File: config.mk
export PLATFORM = sky130hd
export DESIGN_NAME = gtp_analysis_token_classifier
export DESIGN_NICKNAME = d
export VERILOG_FILES = /design/src/rtl/gtc_pkg.sv /design/src/rtl/gtp_analysis_token_classifier.sv /design/src/rtl/gtc_token_tracker.sv /design/src/rtl/gtc_classifier.sv
export SDC_FILE = /design/constraint.sdc
export NUM_CORES = 1
export LEC_CHECK = 0
export BUFFER_PORTS_ARGS = -buffer_cell sky130_fd_sc_hd__buf_2
export CORE_UTILIZATION = 56
export DETAILED_ROUTE_END_ITERATION = 7
export GPL_TIMING_DRIVEN = 1
export HOLD_SLACK_MARGIN = 0.03
export PLACE_DENSITY = 0.77
export SYNTH_ARGS = -nofsm -noshare
export SYNTH_HDL_FRONTEND = slang
export SYNTH_HIERARCHICAL = 1
export SYNTH_SLANG_ARGS = --single-unit
File: constraint.sdc
create_clock -name aclk -period 4 [get_ports aclk]
set_clock_uncertainty 0.2 [all_clocks]
set_input_delay 0.2 -clock aclk [delete_from_list [all_inputs] [get_ports aclk]]
set_output_delay 0.2 -clock aclk [all_outputs]
set_load 0.005 [all_outputs]
File: src/rtl/gtc_pkg.sv
// Shared types, constants and helpers for the GTP reply token classifier.
`default_nettype none

package gtc_pkg;

    // Token store geometry
    localparam int STORED_CHARS = 7;
    localparam int LEN_W = 4;
    localparam logic [LEN_W-1:0] LEN_MAX = 4'd15;
    localparam logic [30:0] VALUE_MAX = 31'h7FFF_FFFF;

    // Request kinds
    localparam logic REQ_DATA  = 1'b0;
    localparam logic REQ_FLUSH = 1'b1;

    // Token classes
    localparam logic [3:0] CLS_UNKNOWN = 4'd0;
    localparam logic [3:0] CLS_EQUAL   = 4'd1;
    localparam logic [3:0] CLS_PV      = 4'd2;
    localparam logic [3:0] CLS_COORD   = 4'd3;
    localparam logic [3:0] CLS_LCB     = 4'd4;
    localparam logic [3:0] CLS_INFO    = 4'd5;
    localparam logic [3:0] CLS_MOVE    = 4'd6;
    localparam logic [3:0] CLS_ORDER   = 4'd7;
    localparam logic [3:0] CLS_PRIOR   = 4'd8;
    localparam logic [3:0] CLS_VISITS  = 4'd9;
    localparam logic [3:0] CLS_WINRATE = 4'd10;
    localparam logic [3:0] CLS_NUMBER  = 4'd11;
    localparam logic [3:0] CLS_RESULT  = 4'd12;

    // Coordinate kinds
    localparam logic [1:0] COORD_POINT  = 2'd0;
    localparam logic [1:0] COORD_PASS   = 2'd1;
    localparam logic [1:0] COORD_RESIGN = 2'd2;

    // Keywords
    localparam logic [15:0] KW_PV      = "pv";
    localparam logic [23:0] KW_LCB     = "lcb";
    localparam logic [31:0] KW_INFO    = "info";
    localparam logic [31:0] KW_MOVE    = "move";
    localparam logic [31:0] KW_PASS_L  = "pass";
    localparam logic [31:0] KW_PASS_C  = "Pass";
    localparam logic [31:0] KW_PASS_U  = "PASS";
    localparam logic [39:0] KW_ORDER   = "order";
    localparam logic [39:0] KW_PRIOR   = "prior";
    localparam logic [47:0] KW_VISITS  = "visits";
    localparam logic [47:0] KW_RESIGN_L = "resign";
    localparam logic [47:0] KW_RESIGN_C = "Resign";
    localparam logic [47:0] KW_RESIGN_U = "RESIGN";
    localparam logic [55:0] KW_WINRATE = "winrate";
    localparam logic [7:0]  CH_PLUS    = "+";
    localparam logic [7:0]  CH_T       = "T";

    // Input request
    typedef struct packed {
        logic       req_type;
        logic [7:0] data_byte;
    } in_req_t;

    // Result item
    typedef struct packed {
        logic [3:0]  token_class;
        logic        ended_by_line;
        logic [30:0] number_value;
        logic [1:0]  coord_kind;
        logic [4:0]  coord_column;
        logic [4:0]  coord_row;
        logic        result_side;
    } result_t;

    // Pending token as seen by the classifier
    typedef struct packed {
        logic [STORED_CHARS-1:0][7:0] chars;
        logic [LEN_W-1:0]             length;
        logic                         all_digits;
        logic [30:0]                  acc;
    } tok_state_t;

    // Emission control from the tracker
    typedef struct packed {
        logic emit;
        logic ended;
    } tok_event_t;

    function automatic logic is_digit(input logic [7:0] c);
        return (c >= "0") && (c <= "9");
    endfunction

    function automatic logic is_sep(input logic [7:0] c);
        return (c == " ") || (c == 8'h0D) || (c == 8'h0A);
    endfunction

    function automatic logic col_ok(input logic [7:0] c);
        return ((c >= "A") && (c <= "H")) || ((c >= "a") && (c <= "h")) ||
               ((c >= "J") && (c <= CH_T)) || ((c >= "j") && (c <= "t"));
    endfunction

    function automatic logic [4:0] col_index(input logic [7:0] c);
        logic [7:0] u;
        logic [7:0] k;
        u = (c >= "a") ? (c - 8'd32) : c;
        k = u - "A";
        return (u > "I") ? 5'(k - 8'd1) : 5'(k);
    endfunction

endpackage

`default_nettype wire

File: src/rtl/gtp_analysis_token_classifier.sv
// GTP reply token classifier: one byte per cycle in, one result per completed token.
// A result is registered into the output register, or into the skid slot while m_ stalls.
// Throughput: one request per cycle; s_ready drops only while both output slots are full.
// The output register plus one skid slot decouple the result side from the byte stream.
// Reset (aresetn low, synchronous) empties the token state and both output slots.
`default_nettype none

module gtp_analysis_token_classifier
    import gtc_pkg::*;
(
    input  wire logic    aclk,
    input  wire logic    aresetn,
    input  wire logic    s_valid,
    output logic         s_ready,
    input  wire in_req_t s_data,
    output logic         m_valid,
    input  wire logic    m_ready,
    output result_t      m_data
);

    tok_state_t tok;
    tok_event_t evt;
    result_t    res;
    logic       accept;
    logic       push;
    logic       pop;

    logic    main_valid_reg, skid_valid_reg;
    result_t main_data_reg, skid_data_reg;

    assign s_ready = !skid_valid_reg;
    assign accept  = s_valid && s_ready;
    assign push    = evt.emit;
    assign pop     = main_valid_reg && m_ready;

    gtc_token_tracker u_tracker (
        .aclk    (aclk),
        .aresetn (aresetn),
        .accept  (accept),
        .req     (s_data),
        .tok     (tok),
        .evt     (evt)
    );

    gtc_classifier u_classifier (
        .tok   (tok),
        .ended (evt.ended),
        .res   (res)
    );

    // Advance the output slots
    always_ff @(posedge aclk) begin
        if (!aresetn) begin
            main_valid_reg <= 1'b0;
            skid_valid_reg <= 1'b0;
        end else begin
            if (!main_valid_reg || pop) begin
                if (skid_valid_reg) begin
                    main_valid_reg <= 1'b1;
                    skid_valid_reg <= 1'b0;
                end else begin
                    main_valid_reg <= push;
                end
            end else if (push) begin
                skid_valid_reg <= 1'b1;
            end
        end
    end

    // Load the result payload
    always_ff @(posedge aclk) begin
        if (!main_valid_reg || pop) begin
            if (skid_valid_reg) begin
                main_data_reg <= skid_data_reg;
            end else if (push) begin
                main_data_reg <= res;
            end
        end else if (push) begin
            skid_data_reg <= res;
        end
    end

    assign m_valid = main_valid_reg;
    assign m_data  = main_data_reg;

endmodule

`default_nettype wire

File: src/rtl/gtc_token_tracker.sv
// Token tracker: splits the byte stream into tokens and flags when one is complete.
`default_nettype none

module gtc_token_tracker
    import gtc_pkg::*;
(
    input  wire logic       aclk,
    input  wire logic       aresetn,
    input  wire logic       accept,
    input  wire in_req_t    req,
    output tok_state_t      tok,
    output tok_event_t      evt
);

    logic [STORED_CHARS-1:0][7:0] chars_reg, chars_next;
    logic [LEN_W-1:0]             len_reg, len_next;
    logic                         digits_reg, digits_next;
    logic [30:0]                  acc_reg, acc_next;
    logic                         sep_reg, sep_next;
    logic                         line_reg, line_next;

    logic [LEN_W-1:0] cur_len;
    logic             cur_digits;
    logic [30:0]      cur_acc;
    logic [34:0]      acc_wide;

    // Work out the token update for one request
    always_comb begin
        chars_next  = chars_reg;
        len_next    = len_reg;
        digits_next = digits_reg;
        acc_next    = acc_reg;
        sep_next    = sep_reg;
        line_next   = line_reg;
        evt         = '0;
        cur_len     = len_reg;
        cur_digits  = digits_reg;
        cur_acc     = acc_reg;
        acc_wide    = '0;
        if (accept) begin
            if (req.req_type == REQ_FLUSH) begin
                evt.emit    = (len_reg != '0);
                evt.ended   = 1'b1;
                len_next    = '0;
                digits_next = 1'b1;
                acc_next    = '0;
                sep_next    = 1'b0;
                line_next   = 1'b0;
            end else if (is_sep(req.data_byte)) begin
                if (len_reg != '0) begin
                    sep_next = 1'b1;
                    if (req.data_byte != " ") begin
                        line_next = 1'b1;
                    end
                end
            end else begin
                // Close the pending token when a separator run ends
                if (sep_reg) begin
                    evt.emit   = (len_reg != '0);
                    evt.ended  = line_reg;
                    cur_len    = '0;
                    cur_digits = 1'b1;
                    cur_acc    = '0;
                    sep_next   = 1'b0;
                    line_next  = 1'b0;
                end
                // Append the byte
                for (int i = 0; i < STORED_CHARS; i++) begin
                    if ((cur_len == LEN_W'(i)) && (cur_len < LEN_MAX)) begin
                        chars_next[i] = req.data_byte;
                    end
                end
                len_next = (cur_len < LEN_MAX) ? (cur_len + 1'b1) : cur_len;
                acc_wide = ({4'd0, cur_acc} << 3) + ({4'd0, cur_acc} << 1) +
                           {31'd0, req.data_byte[3:0]};
                if (cur_digits && is_digit(req.data_byte)) begin
                    digits_next = 1'b1;
                    acc_next    = (acc_wide > {4'd0, VALUE_MAX}) ? VALUE_MAX : acc_wide[30:0];
                end else begin
                    digits_next = 1'b0;
                    acc_next    = cur_acc;
                end
            end
        end
    end

    // Hold the token store; characters are payload and need no reset
    always_ff @(posedge aclk) begin
        chars_reg <= chars_next;
    end

    // Hold the control state
    always_ff @(posedge aclk) begin
        if (!aresetn) begin
            len_reg    <= '0;
            digits_reg <= 1'b1;
            acc_reg    <= '0;
            sep_reg    <= 1'b0;
            line_reg   <= 1'b0;
        end else begin
            len_reg    <= len_next;
            digits_reg <= digits_next;
            acc_reg    <= acc_next;
            sep_reg    <= sep_next;
            line_reg   <= line_next;
        end
    end

    assign tok.chars      = chars_reg;
    assign tok.length     = len_reg;
    assign tok.all_digits = digits_reg;
    assign tok.acc        = acc_reg;

endmodule

`default_nettype wire

File: src/rtl/gtc_classifier.sv
// Classifier: decodes the pending token into a result item.
`default_nettype none

module gtc_classifier
    import gtc_pkg::*;
(
    input  wire tok_state_t tok,
    input  wire logic       ended,
    output result_t         res
);

    logic [7:0]  c0, c1, c2;
    logic [31:0] word4;
    logic [39:0] word5;
    logic [47:0] word6;
    logic [55:0] word7;

    assign c0 = tok.chars[0];
    assign c1 = tok.chars[1];
    assign c2 = tok.chars[2];

    // Lay out the leading characters in reading order, first character at the top
    assign word4 = {tok.chars[0], tok.chars[1], tok.chars[2], tok.chars[3]};
    assign word5 = {word4, tok.chars[4]};
    assign word6 = {word5, tok.chars[5]};
    assign word7 = {word6, tok.chars[6]};

    // Match keywords and coordinates by length, then numbers and results
    always_comb begin
        res               = '0;
        res.ended_by_line = ended;
        case (tok.length)
            4'd1: begin
                if (c0 == "=") begin
                    res.token_class = CLS_EQUAL;
                end
            end
            4'd2: begin
                if ({c0, c1} == KW_PV) begin
                    res.token_class = CLS_PV;
                end else if (col_ok(c0) && (c1 >= "1") && (c1 <= "9")) begin
                    res.token_class  = CLS_COORD;
                    res.coord_column = col_index(c0);
                    res.coord_row    = 5'(c1 - "0");
                end
            end
            4'd3: begin
                if ({c0, c1, c2} == KW_LCB) begin
                    res.token_class = CLS_LCB;
                end else if (col_ok(c0) && ((c1 == "1") || (c1 == "2")) && is_digit(c2)) begin
                    res.token_class  = CLS_COORD;
                    res.coord_column = col_index(c0);
                    res.coord_row    = ((c1 == "2") ? 5'd20 : 5'd10) + {1'b0, c2[3:0]};
                end
            end
            4'd4: begin
                if (word4 == KW_INFO) begin
                    res.token_class = CLS_INFO;
                end else if (word4 == KW_MOVE) begin
                    res.token_class = CLS_MOVE;
                end else if ((word4 == KW_PASS_L) ||
                             (word4 == KW_PASS_C) ||
                             (word4 == KW_PASS_U)) begin
                    res.token_class = CLS_COORD;
                    res.coord_kind  = COORD_PASS;
                end
            end
            4'd5: begin
                if (word5 == KW_ORDER) begin
                    res.token_class = CLS_ORDER;
                end else if (word5 == KW_PRIOR) begin
                    res.token_class = CLS_PRIOR;
                end
            end
            4'd6: begin
                if (word6 == KW_VISITS) begin
                    res.token_class = CLS_VISITS;
                end else if ((word6 == KW_RESIGN_L) ||
                             (word6 == KW_RESIGN_C) ||
                             (word6 == KW_RESIGN_U)) begin
                    res.token_class = CLS_COORD;
                    res.coord_kind  = COORD_RESIGN;
                end
            end
            4'd7: begin
                if (word7 == KW_WINRATE) begin
                    res.token_class = CLS_WINRATE;
                end
            end
            default: begin
                res.token_class = CLS_UNKNOWN;
            end
        endcase

        // Fall back to number, then game result
        if ((res.token_class == CLS_UNKNOWN) && (tok.length != '0)) begin
            if (tok.all_digits) begin
                res.token_class  = CLS_NUMBER;
                res.number_value = tok.acc;
            end else if ((tok.length >= 4'd3) && ((c0 == "B") || (c0 == "W")) &&
                         (c1 == CH_PLUS) && is_digit(c2)) begin
                res.token_class = CLS_RESULT;
                res.result_side = (c0 == "W");
            end
        end
    end

endmodule

`default_nettype wire
# ---- After elaboration in Yosys (flattened, before gate mapping)
# Index checks and enable logic that the tools add are counted.
dict set report word_totals {
  regBits 194
  inputBits 13
  output_inout_bits 51
  elab_cells 227
}
dict set report classes {
  add_sub_neg 8
  magnitude_cmp 18
  eq_ne 40
  n_mux 73
  bitwise 4
  n_reduce_logical 56
}
# op count
set op_table {}
lappend op_table {{31-bit 2-to-1 mux} 10}
lappend op_table {{48-bit by 47-bit equality test with 1-bit output (second input constant)} 4}
lappend op_table {{32-bit by 31-bit equality test with 1-bit output (second input constant)} 5}
lappend op_table {{49-bit 2-to-1 mux} 2}
lappend op_table {{40-bit by 39-bit equality test with 1-bit output (second input constant)} 2}
lappend op_table {{4-bit 2-to-1 mux} 17}
lappend op_table {{56-bit by 55-bit equality test with 1-bit output (second input constant)} 1}
lappend op_table {{8-bit by 6-bit equality test with 1-bit output (second input constant)} 5}
lappend op_table {{10-bit 2-to-1 mux} 4}
lappend op_table {{34-bit by 32-bit adder with 35-bit output} 1}
lappend op_table {{35-bit by 4-bit adder with 35-bit output} 1}
lappend op_table {{35-bit by 31-bit greater-than comparator with 1-bit output (second input constant)} 1}
lappend op_table {{8-bit by 7-bit >= comparator with 1-bit output (second input constant)} 4}
lappend op_table {{8-bit by 7-bit less-or-equal comparator with 1-bit output (second input constant)} 4}
lappend op_table {{4-bit AND reduction} 8}
lappend op_table {{4-bit by 3-bit equality test with 1-bit output (second input constant)} 7}
lappend op_table {{4-bit one-hot mux with 7 select lines} 1}
lappend op_table {{2-bit 2-to-1 mux} 13}
lappend op_table {{24-bit by 23-bit equality test with 1-bit output (second input constant)} 1}
lappend op_table {{8-bit by 6-bit >= comparator with 1-bit output (second input constant)} 3}
lappend op_table {{8-bit by 6-bit less-or-equal comparator with 1-bit output (second input constant)} 3}
lappend op_table {{1-bit logical AND} 24}
lappend op_table {{1-bit 2-to-1 mux} 21}
lappend op_table {{10-bit one-hot mux with 2 select lines} 1}
lappend op_table {{29 further kinds} 56}

# ---- Depth between registers and ports, before layout
# Gate-level depths: netlist of run 1.
dict set report logic_depth {
  word_depth 15
  mapped_depth 16
  ltp_nobuf 13
}

# ---- Modules after synthesis
# Netlist of run 1, hierarchy kept.
# module instances cells_each area_per_inst_um2 seq_area_each_um2
set modules_own_cells {}
lappend modules_own_cells {gtc_token_tracker 1 627 6049.6 2442.3}
lappend modules_own_cells {gtp_analysis_token_classifier 1 163 3870.0 2982.9}
lappend modules_own_cells {gtc_classifier 1 331 2362.3 0.0}

# ---- Worst setup path before layout of run 1
# Ideal clock, no wire load.
dict set report synth_path {
  kind {register to register}
  from {register u_tracker.sep_reg}
  to {register u_tracker.acc_reg[14]}
  setup_ps 142
  arrival_time_ps 3733
  required_time_ps 3658
  setup_slack_ps -74
  stages_incl_launch_ff 16
  path_buffers 5
  synth_period_minus_slack_ps 4074
  cell_sequence {dfxtp_1 clkbuf_2 clkbuf_1 clkbuf_1 nor2b_1 ha_1 ha_1 clkbuf_1 a21o_1 o21bai_1 a2111oi_0 nor2_1 a311o_1 a2111oi_4 buf_6 a211oi_2}
}
dict set report synth_between {
  elab_chain_len 11
  word_cells_on_any_way 16
  classes_between {add/sub (2); order compare (1); mux (12); reduce/logical (1)}
}
# element line
set synth_rtl {}
lappend synth_rtl {{from (decl)} gtc_token_tracker.sv:19} ;# logic sep_reg, sep_next;
lappend synth_rtl {{from (signal assigned)} gtc_token_tracker.sv:104} ;# sep_reg <= sep_next;
lappend synth_rtl {{31-bit 2-to-1 mux} gtc_token_tracker.sv:58} ;# if (sep_reg) begin
lappend synth_rtl {{31-bit 2-to-1 mux} gtc_token_tracker.sv:49} ;# end else if (is_sep(req.data_byte)) begin
lappend synth_rtl {{31-bit 2-to-1 mux} gtc_token_tracker.sv:41} ;# if (req.req_type == REQ_FLUSH) begin
lappend synth_rtl {{31-bit 2-to-1 mux} gtc_token_tracker.sv:40} ;# if (accept) begin
lappend synth_rtl {{34-bit by 32-bit adder with 35-bit output} gtc_token_tracker.sv:74} ;# acc_wide = ({4'd0, cur_acc} << 3) + ({4'd0, cur_acc} << 1) +
lappend synth_rtl {{35-bit by 4-bit adder with 35-bit output} gtc_token_tracker.sv:74}
lappend synth_rtl {{35-bit by 31-bit greater-than comparator with 1-bit output} gtc_token_tracker.sv:78} ;# acc_next = (acc_wide > {4'd0, VALUE_MAX}) ? VALUE_MAX : acc_wide[30:0];
lappend synth_rtl {{31-bit 2-to-1 mux} gtc_token_tracker.sv:78}
lappend synth_rtl {{31-bit 2-to-1 mux (*)} gtc_token_tracker.sv:76} ;# if (cur_digits && is_digit(req.data_byte)) begin
lappend synth_rtl {{31-bit 2-to-1 mux (*)} gtc_token_tracker.sv:49}
lappend synth_rtl {{31-bit 2-to-1 mux (*)} gtc_token_tracker.sv:41}
lappend synth_rtl {{to (signal assigned)} gtc_token_tracker.sv:103} ;# acc_reg <= acc_next;
lappend synth_rtl {{to (decl)} gtc_token_tracker.sv:18} ;# logic [30:0] acc_reg, acc_next;
# Every way passes the cells marked *; elsewhere a longest branch is shown, timed or not. The select of a mux whose other input is x is not followed.
# A chain may end at the register's enable or synchronous reset.

# ---- Worst setup path in the final report of run 1
dict set report layout_path {
  from {register u_tracker.sep_reg}
  to {register u_tracker.acc_reg[26]}
}
# Same word-level chain as after synthesis.

==> flow_summary.json, run 1 <==
{
  "clockBufferDepth": 2,
  "netlist_instances": 1121,
  "drtPass1Iterations": 5,
  "die_area_mm2": 0.02253,
  "antenna_found_initial": 1,
  "fp.dieH_um": 150.1,
  "fin_nets": 1380,
  "maxSlewViolCount": 0,
  "ant_nets": 0,
  "grt_use_total_pct": 29.07,
  "stdcell_count": 1576,
  "syn_nets": 1213,
  "initial_core_util_pct": 57.70,
  "crit_chain": "buf_6, nor2b_1, ha_1, ha_1, a21oi_1, o21ai_0, a2111oi_1, nor2_1, buf_4, a311o_1, a2111oi_4, buf_4, clkbuf_16, a211oi_2",
  "wirelength_um": 32390,
  "area_delta_synth_final_pct": 17.18,
  "fin_util_pct": 67.61,
  "cp.required_ns": 4.06,
  "io_buffers": 63,
  "setup_viol": 0,
  "clk-insertion-delay-late_ns": 0.44,
  "cts_buffers": 17,
  "pwr_density_cell_mw_per_mm2": 294.0,
  "cts.sinks": 194,
  "syn-mean-instance-area_um2": 10.96,
  "critPathTopFamily": "compound AO/OA/AOI/OAI gates",
  "grt_max_degree": 53,
  "cts_tree": "yes",
  "critPathMaxFanout": 13,
  "synth_flop_cell": "edfxtp_1",
  "antennaDiodeCount": 0,
  "synth_cell_types": 88,
  "drc": 0,
  "ys_warn_count": 6,
  "p_total_mw": 4.230,
  "coreArea_mm2": 0.02129,
  "design_area_mm2": 0.01439,
  "gp_routability_congestion": 0.9462,
  "grt_pass1_wl_um": 50230,
  "period_needed_ns": 3.928,
  "netlist.area_leader.share_pct": 37.65,
  "async_reset_ff_share_pct": 0,
  "die_w_um": 150.1,
  "fill_cells": 1563,
  "hold_viol_final": 0,
  "yosysSeqAreaShare_pct": 44.17,
  "worstSetupStartpointType": "flop",
  "design.portCount": 64,
  "drive_gt1_share_pct": 27.06,
  "outcome": "finished clean",
  "netlist_area_mm2": 0.01228,
  "ir_drop_v": 0.0002447,
  "synth_seq_cells": 194,
  "rows": 53,
  "htreeDepth": 4,
  "synth_area_leaders": "edfxtp_1 (38%), ha_1 (7.8%), dfxtp_1 (6.5%)",
  "relSlewSlack_pct": 12.24,
  "via_count": 9899,
  "cts_root_buf": "clkbuf_16",
  "dp_hpwl_um": 23360,
  "grt_pass1_vias": 9174,
  "grt_remaining_overflow": 0,
  "wl_per_cell_um": 20.55,
  "min_path_type": "input port to flop",
  "drtIter0Drc": 1289,
  "path_buf_inv": 4,
  "max_stage_delay_ns": 0.43,
  "critPathSlowestCell": "a2111oi_1",
  "placedCellCount": 1531,
  "place_area_mm2": 0.01358,
  "synth_edf_count": 154,
  "end_kind": "flop",
  "yosysTopAreaCell": "edfxtp_1",
  "arrival_ns": 3.99,
  "power_leakage_nw": 5.509,
  "finalCritPeriodShare_pct": 98.19,
  "drv_cap": 0,
  "via_per_inst": 6.281,
  "max_freq_mhz": 254.6,
  "largest_reg_flops": 56,
  "criticalPathCategory": "flop to flop",
  "clk_pin_slew_worst_paths_ns": 0.07,
  "tightest_slew_ns": 1.315
}
cell usage in the layout (no fill, tap or decap), types with 20 or more instances in the layout:
cell type and count:
nand4_1 20, nor2_1 57, inv_1 58, buf_4 120
a21oi_1 95, mux2_4 47, xnor2_1 21, nor3_1 22
buf_2 63, edfxtp_1 154, nor2b_1 42, dfxtp_1 38
ha_1 77, nand2_1 70, o21ai_0 34, nor3_2 31
path summary, 6_finish.rpt:
| kind | startpoint | end | slack, ns | cells past startpoint |
|---|---|---|---|---|
| max | u_tracker/sep_reg$_SDFFE_PN0P_ | u_tracker/acc_reg[26]$_SDFFE_PN0P_ | 0.07 | 14 |
| min reg2reg | u_tracker/line_reg$_SDFFE_PN0P_ | u_tracker/line_reg$_SDFFE_PN0P_ | 0.30 | 1 |
| max reg2reg | u_tracker/sep_reg$_SDFFE_PN0P_ | u_tracker/acc_reg[26]$_SDFFE_PN0P_ | 0.07 | 14 |
| min | s_data[2] | u_tracker/tok[62]$_DFFE_PP_ | 0.06 | 2 |
area by class of cell:
class	count	area, µm²	share of cell area, %
Tap cell	275	344.1	2.391
Inverter	58	217.7	1.513
Clock buffer	17	425.4	2.956
Clock inverter	15	168.9	1.174
Timing Repair Buffer	199	1444	10.03
Multi-Input combinational cell	818	6361	44.20
Sequential cell	194	5430	37.73
power breakdown:
group	total (mW)	leakage, nW	switching [mW]	internal (mW)
clock	1.72	0.288	0.833	0.891
combinational	0.291	3.44	0.187	0.104
sequential	2.21	1.78	0.0227	2.19
total	4.23	5.51	1.04	3.19
metal layers:
layer	track usage [%]	routed length, µm	up-vias
met4	8.283	597	2
met5	0	13	-
met1	43.48	14820	4789
met2	42.96	14320	463
met3	4.939	2637	45
li1	-	-	4600
kinds of logic after synthesis:
family	after synthesis	share of synthesized area [%]
AO/OA/AOI/OAI	272	15.22
AND/OR/NAND/NOR	378	18.86
multiplexers	53	6.255
flip-flops	194	44.17
buffers and inverters	109	4.758
adder cells (fa/ha/maj)	79	8.170
XOR/XNOR	36	2.567
synth_stat cells (13+ instances only):
library cell	n
ha_1	77
nor2b_1	50
o211ai_1	14
nand2_1	71
nor3_1	23
nand4_1	20
clkbuf_1	22
o21ai_0	36
a21oi_1	98
a211oi_1	13
nor3_2	30
inv_1	58
xnor2_1	21
mux2_4	47
xor2_1	15
nand3_1	16
dfxtp_1	40
nor2_1	58
o21a_1	16
edfxtp_1	154
stage by stage:
step                      TNS [ns]  setup slack, ns  hold slack, ns
final                            0          0.07238         0.05718
after global routing       -0.2195         -0.03044         0.04665
after CTS                        0         0.001972         0.04235
after detailed placement    -4.069          -0.3128          0.2881
after global placement      -2.552          -0.2093          0.2813
after floorplan                  0          0.01694         0.09887
timing repair:
item | CTS | global route
setup endpoints to repair | 15 | 22
hold buffers | 8 | 0
hold endpoints to repair | 46 | 0
gates resized for setup | 4 | 21
buffers inserted | 2 | 2
pin swaps | 1 | 3
cloned | 0 | 1
(Power assumes the default switching activity.)
==> run 2, diff against run 1 <==
--- a/config.mk
+++ b/config.mk
@@ -11,6 +11,7 @@
 export GPL_TIMING_DRIVEN = 1
 export HOLD_SLACK_MARGIN = 0.03
 export PLACE_DENSITY = 0.77
+export RECOVER_POWER = 50
 export SYNTH_ARGS = -nofsm -noshare
 export SYNTH_HDL_FRONTEND = slang
 export SYNTH_HIERARCHICAL = 1
==> run 2 against run 1 <==
Net effect:
- the run now ends with capacitance limit, slew limit left
- critical endpoint unchanged
- core utilization shrank 0.53 points
- global-route usage is the same
- setup slack lost 0.0040 ns
- sequential share of layout area increased by 0.30 points
- highest routed layer unchanged
- worst hold slack improved by 0.19 ns
- critical path type unchanged
==> flow_summary.json, run 2 (synthesized netlist as in run 1, its figures left out) <==
{
  "outcome": "finished, violations left",
  "violations": "capacitance limit, slew limit",
  "via_per_inst": 6.315,
  "fin_nets": 1380,
  "clk-insertion-delay-late_ns": 0.44,
  "min-delay-start": "s_valid",
  "grt_pass1_wl_um": 50230,
  "antenna_found_initial": 1,
  "rr_endpoint": "u_tracker/acc_reg[26]$_SDFFE_PN0P_",
  "ant_nets": 0,
  "fill_cells": 1605,
  "design.portCount": 64,
  "via_count": 9953,
  "drc": 0,
  "p_total_mw": 4.227,
  "cp.required_ns": 4.06,
  "htreeDepth": 4,
  "cts_root_buf": "clkbuf_16",
  "final_common_cell": "edfxtp_1",
  "drive_gt1_share_pct": 23.29,
  "hold_depth": 4,
  "crit_chain": "buf_6, nor2b_1, ha_1, ha_1, a21oi_1, o21ai_0, a2111oi_1, nor2_1, buf_4, a311o_1, a2111oi_4, buf_4, clkbuf_16, a211oi_2",
  "relSlewSlack_pct": -21.77,
  "io_buffers": 63,
  "cts_tree": "yes",
  "criticalPathCategory": "flop to flop",
  "critPathMaxFanout": 13,
  "gp_routability_congestion": 0.9462,
  "dp_hpwl_um": 23360,
  "critPathSlowestCell": "a2111oi_1",
  "clockBufferDepth": 2,
  "fp.dieH_um": 150.1,
  "place_area_mm2": 0.01358,
  "drtIter0Drc": 1303,
  "period_needed_ns": 3.932,
  "wl_per_cell_um": 20.59,
  "initial_core_util_pct": 57.70,
  "grt_use_total_pct": 29.07,
  "pwr_density_cell_mw_per_mm2": 296.0,
  "r2r_cells": 14,
  "worstSetupStartpointType": "flop",
  "grt_max_degree": 53,
  "arrival_ns": 3.99,
  "design_area_mm2": 0.01428,
  "max_freq_mhz": 254.3,
  "area_delta_synth_final_pct": 16.25,
  "grt_pass1_vias": 9174,
  "setup_viol": 0,
  "reg2reg_slack_ns": 0.07,
  "clk_pin_slew_worst_paths_ns": 0.07,
  "timing.hold.ws_ns": 0.2478,
  "coreArea_mm2": 0.02129,
  "reg2reg_from": "u_tracker/sep_reg$_SDFFE_PN0P_",
  "cts.sinks": 194,
  "drv_cap": 1,
  "tightest_slew_ns": 1.827,
  "hold_end": "u_tracker/sep_reg$_SDFFE_PN0P_",
  "drtPass1Iterations": 6,
  "die_area_mm2": 0.02253,
  "rows": 53,
  "ir_drop_v": 0.0002461,
  "min_path_type": "input port to flop",
  "finalCritPeriodShare_pct": 98.29,
  "max_stage_delay_ns": 0.43,
  "antennaDiodeCount": 0,
  "die_w_um": 150.1,
  "fin_setup_tns_ns": 0,
  "grt_remaining_overflow": 0,
  "largest_reg_flops": 56,
  "layout_common_cells": "edfxtp_1 (154), buf_4 (114), a21oi_1 (95), ha_1 (77), nand2_1 (70)",
  "cts_buffers": 17,
  "power_leakage_nw": 5.396,
  "end_kind": "flop",
  "maxSlewViolCount": 53,
  "critPathTopFamily": "compound AO/OA/AOI/OAI gates",
  "hold_viol_final": 0,
  "path_buf_inv": 4,
  "wirelength_um": 32450
}
[run 2: changes by cell type in the layout (fill, tap and decap cells not counted)]
cell,delta
mux2_1,+3
buf_4,-6
clkbuf_2,+3
clkbuf_1,+46
mux2_4,-3
buf_2,-41
and2_1,-1
buf_12,-2
and2_0,+1
[run 2: final cells by class]
| type | count | area (µm²) | area share, % |
|---|---|---|---|
| inverters | 58 | 217.7 | 1.525 |
| flip-flops and latches | 194 | 5430 | 38.03 |
| repair buffers | 199 | 1341 | 9.394 |
| clock inverters | 15 | 168.9 | 1.183 |
| clock buffers | 17 | 425.4 | 2.980 |
| well taps | 275 | 344.1 | 2.410 |
| multi-input cells | 818 | 6350 | 44.47 |
[run 2: power by group]
part | total (mW) | internal [mW] | switching, mW
registers | 2.22 | 2.19 | 0.0232
logic | 0.283 | 0.0966 | 0.187
clock network | 1.73 | 0.891 | 0.836
[run 2: worst reg2reg max path: stages (launching register included)]
cell	delay, ns
dfxtp_2	0.35
buf_6	0.16
nor2b_1	0.21
ha_1	0.28
ha_1	0.32
a21oi_1	0.23
o21ai_0	0.19
a2111oi_1	0.44
nor2_1	0.11
buf_4	0.14
a311o_1	0.37
a2111oi_4	0.33
buf_4	0.20
clkbuf_16	0.17
a211oi_2	0.07
[run 2: per-stage QoR]
| stage | util [%] | setup WS, ns | instances |
|---|---|---|---|
| final | 67.07 | 0.06835 | 1576 |
| after global routing | 67.07 | -0.03044 | 1576 |
| after CTS | 67.11 | 0.001972 | 1573 |
| after detailed placement | 63.78 | -0.3128 | 1531 |
| after global placement | 63.78 | -0.2093 | 1531 |
| after floorplan | - | 0.01694 | 1121 |
[run 2: metal layers]
layer	part of all wire, %	track usage (%)	up-vias	routed length [µm]
met5	0.040	0	-	13
met1	46	43.48	4813	14840
met2	44	42.96	498	14370
met4	1.5	8.283	2	493
met3	8.4	4.939	44	2736
li1	-	-	4596	-
[run 2: what timing repair did]
action / 4_1_cts / 5_1_grt
endpoints found under the setup margin: 15 / 22
hold buffers: 8 / 0
pin swaps: 1 / 3
setup buffers: 2 / 2
endpoints found under the hold margin: 46 / 0
cloned: 0 / 1
gates resized for setup: 4 / 21
[run 2: worst max-delay path by stage]
stage,from,endpoint,slack (ns),depth (start not counted)
3_5_place_dp,u_tracker/sep_reg$_SDFFE_PN0P_,u_tracker/acc_reg[3]$_SDFFE_PN0P_,-0.31,13
3_3_place_gp,u_tracker/sep_reg$_SDFFE_PN0P_,u_tracker/acc_reg[3]$_SDFFE_PN0P_,-0.21,13
4_1_cts,u_tracker/sep_reg$_SDFFE_PN0P_,u_tracker/acc_reg[25]$_SDFFE_PN0P_,0.002,16
6_report,u_tracker/sep_reg$_SDFFE_PN0P_,u_tracker/acc_reg[26]$_SDFFE_PN0P_,0.07,14
5_1_grt,u_tracker/sep_reg$_SDFFE_PN0P_,u_tracker/acc_reg[25]$_SDFFE_PN0P_,-0.03,17
2_1_floorplan,u_tracker/sep_reg$_SDFFE_PN0P_,u_tracker/acc_reg[14]$_SDFFE_PN0P_,0.02,15
